--- config.mk ---
export PLATFORM = sky130hd
export DESIGN_NAME = kvt_ctrl
export DESIGN_NICKNAME = d
export VERILOG_FILES = /design/src/design/kvt_pkg.sv /design/src/design/kvt_ctrl.sv
export SDC_FILE = /design/constraint.sdc
export NUM_CORES = 1
export LEC_CHECK = 0
export BUFFER_PORTS_ARGS = -buffer_cell sky130_fd_sc_hd__buf_2
export CORE_AREA = 2 2 39 41
export DETAILED_ROUTE_END_ITERATION = 8
export DIE_AREA = 0 0 41 43
export HOLD_SLACK_MARGIN = 0.05
export PLACE_DENSITY = 0.32
export SYNTH_ARGS = -nofsm -noshare
export SYNTH_HDL_FRONTEND = slang
export SYNTH_SLANG_ARGS = --single-unit
--- constraint.sdc ---
create_clock -name i_clk -period 1.65 [get_ports i_clk]
set_clock_uncertainty 0.05 [all_clocks]
set_input_delay 0.33 -clock i_clk [delete_from_list [all_inputs] [get_ports i_clk]]
set_output_delay 0.33 -clock i_clk [all_outputs]
set_load 0.01 [all_outputs]
--- src/design/kvt_pkg.sv ---
package kvt_pkg;

    // Table geometry.
    localparam int ENTRIES    = 256;
    localparam int KEY_BITS   = 64;
    localparam int VALUE_BITS = 64;
    localparam int ADDR_W     = $clog2(ENTRIES);
    localparam int COUNT_W    = $clog2(ENTRIES + 1);

    // Fixed field widths on the stream ports.
    localparam int FUNC_W     = 2;
    localparam int STATUS_W   = 2;
    localparam int WORD_W     = 64;
    localparam int ENTRY_CNT_W = 9;
    localparam int S_TDATA_W  = 128;
    localparam int M_TDATA_W  = 80;

    typedef enum logic [FUNC_W-1:0] {
        OP_SET    = 2'd0,
        OP_GET    = 2'd1,
        OP_DELETE = 2'd2
    } t_op;

    typedef enum logic [STATUS_W-1:0] {
        ST_OK        = 2'd0,
        ST_NOT_FOUND = 2'd1,
        ST_CAPACITY  = 2'd2,
        ST_INVALID   = 2'd3
    } t_status;

    typedef enum logic [1:0] {
        S_IDLE,
        S_SCAN,
        S_DRAIN,
        S_UPDATE
    } t_state;

    typedef struct packed {
        logic load;     // latch a new request and restart the scan
        logic scan_rd;  // read the slot at the scan address
        logic commit;   // apply the update and load the result register
    } t_cmd;

    typedef struct packed {
        logic last_addr; // scan address is at the last slot
        logic out_free;  // result register can take a new result
    } t_stat;

endpackage

--- src/design/kvt_ctrl.sv ---
module kvt_ctrl import kvt_pkg::*; (
    input  logic  i_clk,
    input  logic  i_rst_n,
    input  logic  i_in_valid,
    output logic  o_in_ready,
    input  t_stat i_stat,
    output t_cmd  o_cmd
);

    t_state r_state;
    t_state n_state;

    always_ff @(posedge i_clk) begin
        if (!i_rst_n) begin
            r_state <= S_IDLE;
        end else begin
            r_state <= n_state;
        end
    end

    always_comb begin
        n_state    = r_state;
        o_cmd      = '0;
        o_in_ready = 1'b0;
        case (r_state)
            S_IDLE: begin
                o_in_ready = 1'b1;
                if (i_in_valid) begin
                    o_cmd.load = 1'b1;
                    n_state    = S_SCAN;
                end
            end
            S_SCAN: begin
                o_cmd.scan_rd = 1'b1;
                if (i_stat.last_addr) begin
                    n_state = S_DRAIN;
                end
            end
            S_DRAIN: begin
                // The last read is compared in this cycle.
                n_state = S_UPDATE;
            end
            S_UPDATE: begin
                if (i_stat.out_free) begin
                    o_cmd.commit = 1'b1;
                    n_state      = S_IDLE;
                end
            end
            default: begin
                n_state = S_IDLE;
            end
        endcase
    end

endmodule

# Word level (Yosys, flattened, before mapping)
# Index checks and enable logic that the tools add are counted.
totals:
  ff_bits: 2
  output_inout_bits: 4
  word_cells: 19
  in_bits: 5
classes:
  n_eq_ne: 6
  reduce_logical: 2
  n_mux: 10
op_table:
  columns: ["cell", "n"]
  rows:
  - ["$pmux W2 S4", 1]
  - ["$mux W1", 6]
  - ["$mux W2", 3]
  - ["$ne A2 B2 Y1 const B", 3]
  - ["$eq A2 B2 Y1 const B", 2]
  - ["$reduce_and A3 Y1", 1]
  - ["$eq A2 B1 Y1 const B", 1]
  - ["$logic_not A2 Y1", 1]

# Depth between registers and ports, before layout
# Gate-level depths: netlist (run 1).
logic_depth:
  ltp_word: 3
  mapped_depth: 4
  mapped_depth_nobuf: 4

# Least setup slack after synthesis (run 1)
# No wires, ideal clock.
synth_path:
  kind: "flip-flop to flip-flop"
  startpoint: "reg r_state[0]"
  endpoint: "reg r_state[0]"
  setup_ns: 0.072
  stages_incl_launch_ff: 5
  setup_slack_ns: 0.187
  arrival_ns: 1.342
  cell_sequence: "dfxtp_1 inv_1 ha_1 a222oi_1 mux2i_1"
synth_via:
  elab_chain_cells: 3
  word_cells_on_any_way: 9
synth_lines:
  columns: ["element", "line_no", "rtl"]
  rows:
  - ["start, declared", "kvt_ctrl.sv:10", "t_state r_state;"]
  - ["start signal, assigned", "kvt_ctrl.sv:17", "r_state <= n_state;"]
  - ["$eq A2 B1 Y1, or another cell as far along", "kvt_ctrl.sv:25", "case (r_state)"]
  - ["$ne A2 B2 Y1 (no line)", null, null]
  - ["$reduce_and A3 Y1 (no line)", null, null]
# Parallel ways exist; a longest one is shown, timed or not.
# A chain may end at the register's enable or synchronous reset.

==> results of run 1 <==
-- report_power, final --
group          internal, mW  total (mW)  switching [mW]
Sequential           0.0761      0.0968          0.0207
Clock                0.0801       0.106          0.0261
Combinational         0.112       0.221           0.110
-- worst max-delay path, cell delays in order, from the launching register on --
cell     delay, ps
dfxtp_2        340
inv_1           60
ha_1           230
and2_2         180
buf_2          130
-- worst max path at each step --
stage	slack [ps]	end	from	cells after the start
after CTS	50	o_cmd[2]	r_state[0]	4
after floorplan	190	r_state[0]	r_state[0]	4
final	110	o_cmd[2]	r_state[0]	4
after detailed placement	80	r_state[0]	r_state[0]	4
after global placement	120	r_state[0]	r_state[0]	4
after global routing	50	o_cmd[2]	r_state[0]	4
-- area by class of cell --
type	count	area [um2]	area share, %
sequential	2	42.54	16.19
clock buffer	3	22.52	8.571
multi-input combinational	13	110.1	41.90
inverter	5	20.02	7.619
timing repair buffer	9	47.55	18.10
tap	16	20.02	7.619
-- Yosys cell counts --
master / n / share of area [%]
dfxtp_1: 2 / 24
and2_1: 1 / 3.7
a222oi_1: 1 / 5.9
and2_2: 1 / 4.4
mux2i_1: 2 / 12
clkinvlp_2: 1 / 2.9
ha_1: 4 / 29
nand2_1: 3 / 6.6
o21ai_0: 1 / 2.9
inv_1: 4 / 8.8
-- layer usage --
| metal | vias up | GRT usage (%) | share of wire, % |
|---|---|---|---|
| met5 | - | 0 | 0 |
| met4 | 0 | 6.000 | 0 |
| met2 | 9 | 7.187 | 38 |
| met3 | 0 | 3.141 | 13 |
| met1 | 74 | 4.792 | 48 |
| li1 | 89 | - | - |
-- kinds of logic (layout without fill, tap and decap cells) --
kind of cell / Yosys count / in the layout / synth area share [%]
AO/OA/AOI/OAI: 2 / 2 / 8.821
adder cells (fa/ha/maj): 4 / 4 / 29.41
buffers and inverters: 5 / 17 / 11.76
flip-flops: 2 / 2 / 23.53
multiplexers: 2 / 2 / 11.77
AND/OR/NAND/NOR: 5 / 5 / 14.71
-- per-stage QoR --
step	power [mW]	util, %	std cells	instance area (um2)	hold slack, ps
floorplan	0.2328	-	20	170.2	417.7
detailed placement	0.2975	16.64	44	230.2	447.6
finish	0.4243	18.99	48	262.8	337.2
global route	0.4743	18.99	48	262.8	349.1
CTS	0.4125	18.26	47	252.7	337.7
global placement	0.2874	16.64	44	230.2	439.2
-- timing repair --
action / in CTS / in global routing
setup buffers: 0 / 1
endpoints found under the setup margin: 0 / 3
gates resized for setup: 0 / 2
==> results.ini, run 1 <==
[timing]
grt_setup_unrepaired=false
crit_path_time_final_ps=1540
finalMaxSlewViolations=0
layout_setup_ws_ps=110.1
fmax_ghz=0.6494
setup_violations=0
relSlewSlack_pct=82.05
worst_tran_pin_value_ps=269.3
layout_worst_path_cycle_share_pct=93.33
timing_hold_violations_final=0
final.setup.tns_ps=0

[routing]
remaining_drc_errors=0
avgRoutedWirePerCell_um=7.292
detail_route.iter0.violations=6
viasPerCell=3.583
detail_route.wirelength_um=350
drt-pass1-iter-count=4
detailroute.via_count=172
drt_antenna_net_count=0

[floorplan]
effective_utilization_at_floorplan_pct=12.30
die_y_um=43
top_level_i_o_count=9
rows=14
core_um2=1384
dieArea_um2=1763
chipWidth_um=41

[clocking]
clk_transition_reported_paths_ps=30
numCtsBuffers=3
root_driver=clkbuf_4
clk-insertion-delay-late_ps=220
htreeDepth=1
tritoncts=done
cts_sinks=2
cts.hold.buffers_added=0
clockBufferDepth=2

[setup_path]
path_class=register to primary output
crit_path_end_kind=primary output
timing.reg2reg.setup_slack_ps=200
crit_required_ps=1270
worstPathMaxFanout=4
critPathLaunchType=register
rr_startpoint=r_state[0]
timing.rr.end=r_state[0]
arrival_ps=1160
worstRegToRegCells=5

[placed_design]
place_congestion=0.6132
port_buffers=8
dp_slack_ps=75.48
hpwl_um=285.1

[grt]
grt_use_total_pct=5.311
grt_start_max_net_pins=5
globalRoute.totalOverflow=0
wire_length_of_the_first_global_routing_pass_um=586
first_global_vias=166
grt_antenna_before_repair=0

[synthesis]
yosys_warnings=0
postSynthCellCount=20
synth.ff_latch_count=2
post_synth_instance_area_um2=170.2
syn_avg_cell_area_um2=8.508
ys_seq_area_share_pct=23.53
synth_cell_type_count=10
syn-num-nets=29

[finish]
final_nets=43
area.growth.synth_to_final_pct=54.41
largestRegisters=r_state (2)
mostFrequentLayoutCell=buf_2
largest_reg_flops=2
filler_cell_count=152
drive_above_1_share_pct=50.00
mostFrequentLayoutCells=8 x buf_2, 4 x inv_1, 4 x ha_1
n_antenna_cell=0
max_flop_register=r_state

[pwr]
cellLeakagePower_nw=0.1418
power_density_nw_per_um2=1615
vdd_ir_drop_max_uv=476.3

[worst_hold_path]
holdCritStartpoint=i_rst_n
min_path_type=primary input to register
hold-path-endpoint=r_state[1]
min_path_cells=3

[status]
run_status=finished clean

[job]
timing.max_cap.violations=0

(Power assumes the default switching activity.)
==> run 2, diff against run 1 <==
--- a/config.mk
+++ b/config.mk
@@ -5,7 +5,7 @@
 export SDC_FILE = /design/constraint.sdc
 export NUM_CORES = 1
 export LEC_CHECK = 0
-export BUFFER_PORTS_ARGS = -buffer_cell sky130_fd_sc_hd__buf_2
+export BUFFER_PORTS_ARGS = -buffer_cell sky130_fd_sc_hd__buf_4
 export CORE_AREA = 2 2 39 41
 export DETAILED_ROUTE_END_ITERATION = 8
 export DIE_AREA = 0 0 41 43
==> results.ini, run 2 (synthesis results as in run 1) <==
[finish]
mostFrequentLayoutCell=buf_4
largest_reg_flops=2
max_flop_register=r_state
final-instance-count-excl-fill=48
finish.utilization_pct=20.43
filler_cell_count=154
area.growth.synth_to_final_pct=66.18
stdcell_area_um2=282.8
final_nets=43
n_antenna_cell=0
mostFrequentLayoutCells=9 x buf_4, 4 x inv_1, 4 x ha_1
largestRegisters=r_state (2)
drive_above_1_share_pct=50.00

[timing]
worst_tran_pin_value_ps=266.7
final.setup.tns_ps=0
layout_setup_ws_ps=93.88
relSlewSlack_pct=82.22
crit_path_time_final_ps=1556
grt_setup_unrepaired=false
final.hold.worst_slack_ps=336.9
fmax_ghz=0.6426
setup_violations=0
timing_hold_violations_final=0
layout_worst_path_cycle_share_pct=94.31
finalMaxSlewViolations=0

[routing]
avgRoutedWirePerCell_um=8.021
detail_route.wirelength_um=385
drt-pass1-iter-count=4
drt_antenna_net_count=0
viasPerCell=3.563
remaining_drc_errors=0
detailroute.via_count=171
detail_route.iter0.violations=4

[floorplan]
rows=14
dieArea_um2=1763
effective_utilization_at_floorplan_pct=12.30
die_y_um=43
top_level_i_o_count=9
chipWidth_um=41
core_um2=1384

[clocking]
cts_sinks=2
clk_transition_reported_paths_ps=30
numCtsBuffers=3
clk-insertion-delay-late_ps=220
htreeDepth=1
clockBufferDepth=2
tritoncts=done
root_driver=clkbuf_4

[job]
timing.max_cap.violations=0

[placed_design]
placed_area_um2=257.7
dp_slack_ps=161.1
hpwl_um=304.5
place_congestion=0.5475
numPlacedInstances=45
port_buffers=8

[grt]
grt_antenna_before_repair=0
grt_use_total_pct=5.606
grt_start_max_net_pins=5
globalRoute.totalOverflow=0
first_global_vias=156
wire_length_of_the_first_global_routing_pass_um=586

[pwr]
cellLeakagePower_nw=0.1472
vdd_ir_drop_max_uv=433.5
power_density_nw_per_um2=1590
total_power_uw=449.6

[setup_path]
worstRegToRegCells=5
critPathLaunchType=register
crit_path_end_kind=primary output
worstPathMaxFanout=4
arrival_ps=1180
path_class=register to primary output
crit_required_ps=1270

[status]
run_status=finished clean

[worst_hold_path]
min_path_type=primary input to register
min_path_cells=3

## run 2: area by class of cell
cell class / instances / area [um2] / area share [%]
flip-flops and latches: 2 / 42.54 / 15.04
well taps: 16 / 20.02 / 7.080
clock buffers: 3 / 22.52 / 7.965
multi-input cells: 13 / 110.1 / 38.94
inverters: 5 / 20.02 / 7.080
repair buffers: 9 / 67.56 / 23.89
## run 2: routing by layer
layer / vias to the layer above / GRT usage (%) / part of all wire [%]
li1: 88 / - / -
met1: 74 / 5.414 / 48
met2: 9 / 6.563 / 41
met3: 0 / 4.712 / 11
met4: 0 / 6.000 / 0
met5: - / 0 / 0
## run 2: power by group
group          internal (mW)  switching (mW)  total, mW
clock                 0.0802          0.0269      0.107
sequential            0.0761          0.0232     0.0993
combinational          0.134           0.109      0.243
total                  0.290           0.159      0.450
## run 2: path summary, 6_finish.rpt
path	slack, ps	startpoint	to
hold / removal	340	i_rst_n	r_state[1]
setup reg to reg	200	r_state[0]	r_state[0]
setup / recovery	90	r_state[0]	o_cmd[2]
hold reg to reg	430	r_state[1]	r_state[1]
## run 2: critical path: stages (launching register included)
cell and delay, ps:
dfxtp_2 340, inv_1 60, ha_1 230, and2_2 180, buf_4 130
## run 2: repair_timing
action	in CTS	in global routing
resized for setup	0	2
hold buffers	0	0
setup buffers	0	0
setup endpoints to repair	0	1
==> run 3, diff against run 2 <==
--- a/config.mk
+++ b/config.mk
@@ -9,8 +9,8 @@
 export CORE_AREA = 2 2 39 41
 export DETAILED_ROUTE_END_ITERATION = 8
 export DIE_AREA = 0 0 41 43
-export HOLD_SLACK_MARGIN = 0.05
 export PLACE_DENSITY = 0.32
+export REMOVE_ABC_BUFFERS = 1
 export SYNTH_ARGS = -nofsm -noshare
 export SYNTH_HDL_FRONTEND = slang
 export SYNTH_SLANG_ARGS = --single-unit
==> constraint.sdc (replaced) <==
create_clock -name i_clk -period 1.92 [get_ports i_clk]
set_clock_uncertainty 0.05 [all_clocks]
set_input_delay 0.384 -clock i_clk [delete_from_list [all_inputs] [get_ports i_clk]]
set_output_delay 0.384 -clock i_clk [all_outputs]
set_load 0.01 [all_outputs]
==> results.ini, run 3 (synthesis results as in run 1) <==
[worst_hold_path]
min_path_type=primary input to register

[finish]
n_antenna_cell=0
area.growth.synth_to_final_pct=60.29
largest_reg_flops=2
mostFrequentLayoutCells=8 x buf_4, 4 x inv_1, 4 x ha_1
final_nets=42
drive_above_1_share_pct=41.94
largestRegisters=r_state (2)
mostFrequentLayoutCell=buf_4
max_flop_register=r_state

[setup_path]
timing.rr.end=r_state[0]
rr_startpoint=r_state[0]
timing.critical_path.from=r_state[0]
path_class=register to primary output
crit_path_end_kind=primary output
crit_required_ps=1490
critPathLaunchType=register
worstRegToRegCells=4
arrival_ps=1220
timing.reg2reg.setup_slack_ps=330
worstSetupEndpoint=o_cmd[2]
worstPathMaxFanout=4

[routing]
viasPerCell=3.447
detail_route.wirelength_um=400
avgRoutedWirePerCell_um=8.511
drt-pass1-iter-count=4
drt_antenna_net_count=0
detail_route.iter0.violations=2
remaining_drc_errors=0
detailroute.via_count=162

[timing]
relSlewSlack_pct=64.41
timing_hold_violations_final=0
finalMaxSlewViolations=0
setup_violations=0
crit_path_time_final_ps=1653
final.hold.worst_slack_ps=404.6
grt_setup_unrepaired=false
layout_worst_path_cycle_share_pct=86.11
final.setup.tns_ps=0
fmax_ghz=0.6048
worst_tran_pin_value_ps=533.9

[pwr]
clock_power_share_pct=24.7
p_sw_share_pct=36.83
power_density_nw_per_um2=1347
vdd_ir_drop_max_uv=374.6
pwr-share-seq_pct=22.0
total_power_uw=367.5
cell_internal_pwr_uw=232.2
power_switching_uw=135.4
cellLeakagePower_nw=0.1418
comb_power_share_pct=53.3

[floorplan]
core_um2=1384
rows=14
dieArea_um2=1763
top_level_i_o_count=9
chipWidth_um=41
effective_utilization_at_floorplan_pct=12.30
die_y_um=43

[clocking]
cts.repair_timing.setup_buffer_count=0
postCtsResizedCells=0
clk-insertion-delay-late_ps=220
cts_sinks=2
tritoncts=done
clk_transition_reported_paths_ps=30
htreeDepth=1
root_driver=clkbuf_4
numCtsBuffers=3
clockBufferDepth=2
cts.hold.buffers_added=0

[grt]
grt_start_max_net_pins=5
grt_antenna_before_repair=0
first_global_vias=158
grt_use_total_pct=5.706
wire_length_of_the_first_global_routing_pass_um=600
globalRoute.totalOverflow=0

[placed_design]
place_congestion=0.6056
port_buffers=8

[status]
run_status=finished clean

[job]
timing.max_cap.violations=0

-- run 3: per-stage QoR --
stage	cells	worst slack (ps)	cell area [um2]	utilization (%)
3_5_place_dp	44	323.6	250.2	18.08
2_1_floorplan	20	456.6	170.2	-
4_1_cts	47	253.8	272.8	19.71
3_3_place_gp	44	348.0	250.2	18.08
6_report	47	266.6	272.8	19.71
5_1_grt	47	166.1	272.8	19.71
-- run 3: how the worst min path moves through the flow --
stage / start / end / cells past startpoint
global placement: r_state[0] / r_state[0] / 2
floorplan: r_state[1] / r_state[1] / 2
detailed placement: r_state[0] / r_state[0] / 2
CTS: i_rst_n / r_state[1] / 3
finish: i_rst_n / r_state[1] / 3
global route: i_rst_n / r_state[0] / 3
-- run 3: final cells by class --
cell class | instances | area, um2
Sequential cell | 2 | 40.04
Clock buffer | 3 | 22.52
Inverter | 5 | 20.02
Multi-Input combinational cell | 13 | 110.1
Timing Repair Buffer | 8 | 60.06
Tap cell | 16 | 20.02
Fill cell | 165 | 1111
-- run 3: routing by layer --
| layer | share of wire (%) | vias to the layer above | GRT usage, % |
|---|---|---|---|
| met5 | 0 | - | 0 |
| met4 | 0 | 0 | 6.000 |
| met3 | 10 | 0 | 4.712 |
| met2 | 42 | 9 | 7.187 |
| met1 | 48 | 68 | 5.096 |
| li1 | - | 85 | - |
-- run 3: critical path, cell delays in order, from the launching register on --
cell     delay, ps
dfxtp_1        360
inv_1           80
ha_1           240
and2_2         180
buf_4          140
-- run 3: power by group through the flow --
stage	Clock (mW)	Combinational, mW	Sequential (mW)
after floorplan	0	0.123	0.0765
after global placement	0	0.199	0.0810
after detailed placement	0	0.201	0.0815
after CTS	0.0980	0.200	0.0809
after global routing	0.106	0.222	0.0848
final	0.0909	0.196	0.0807
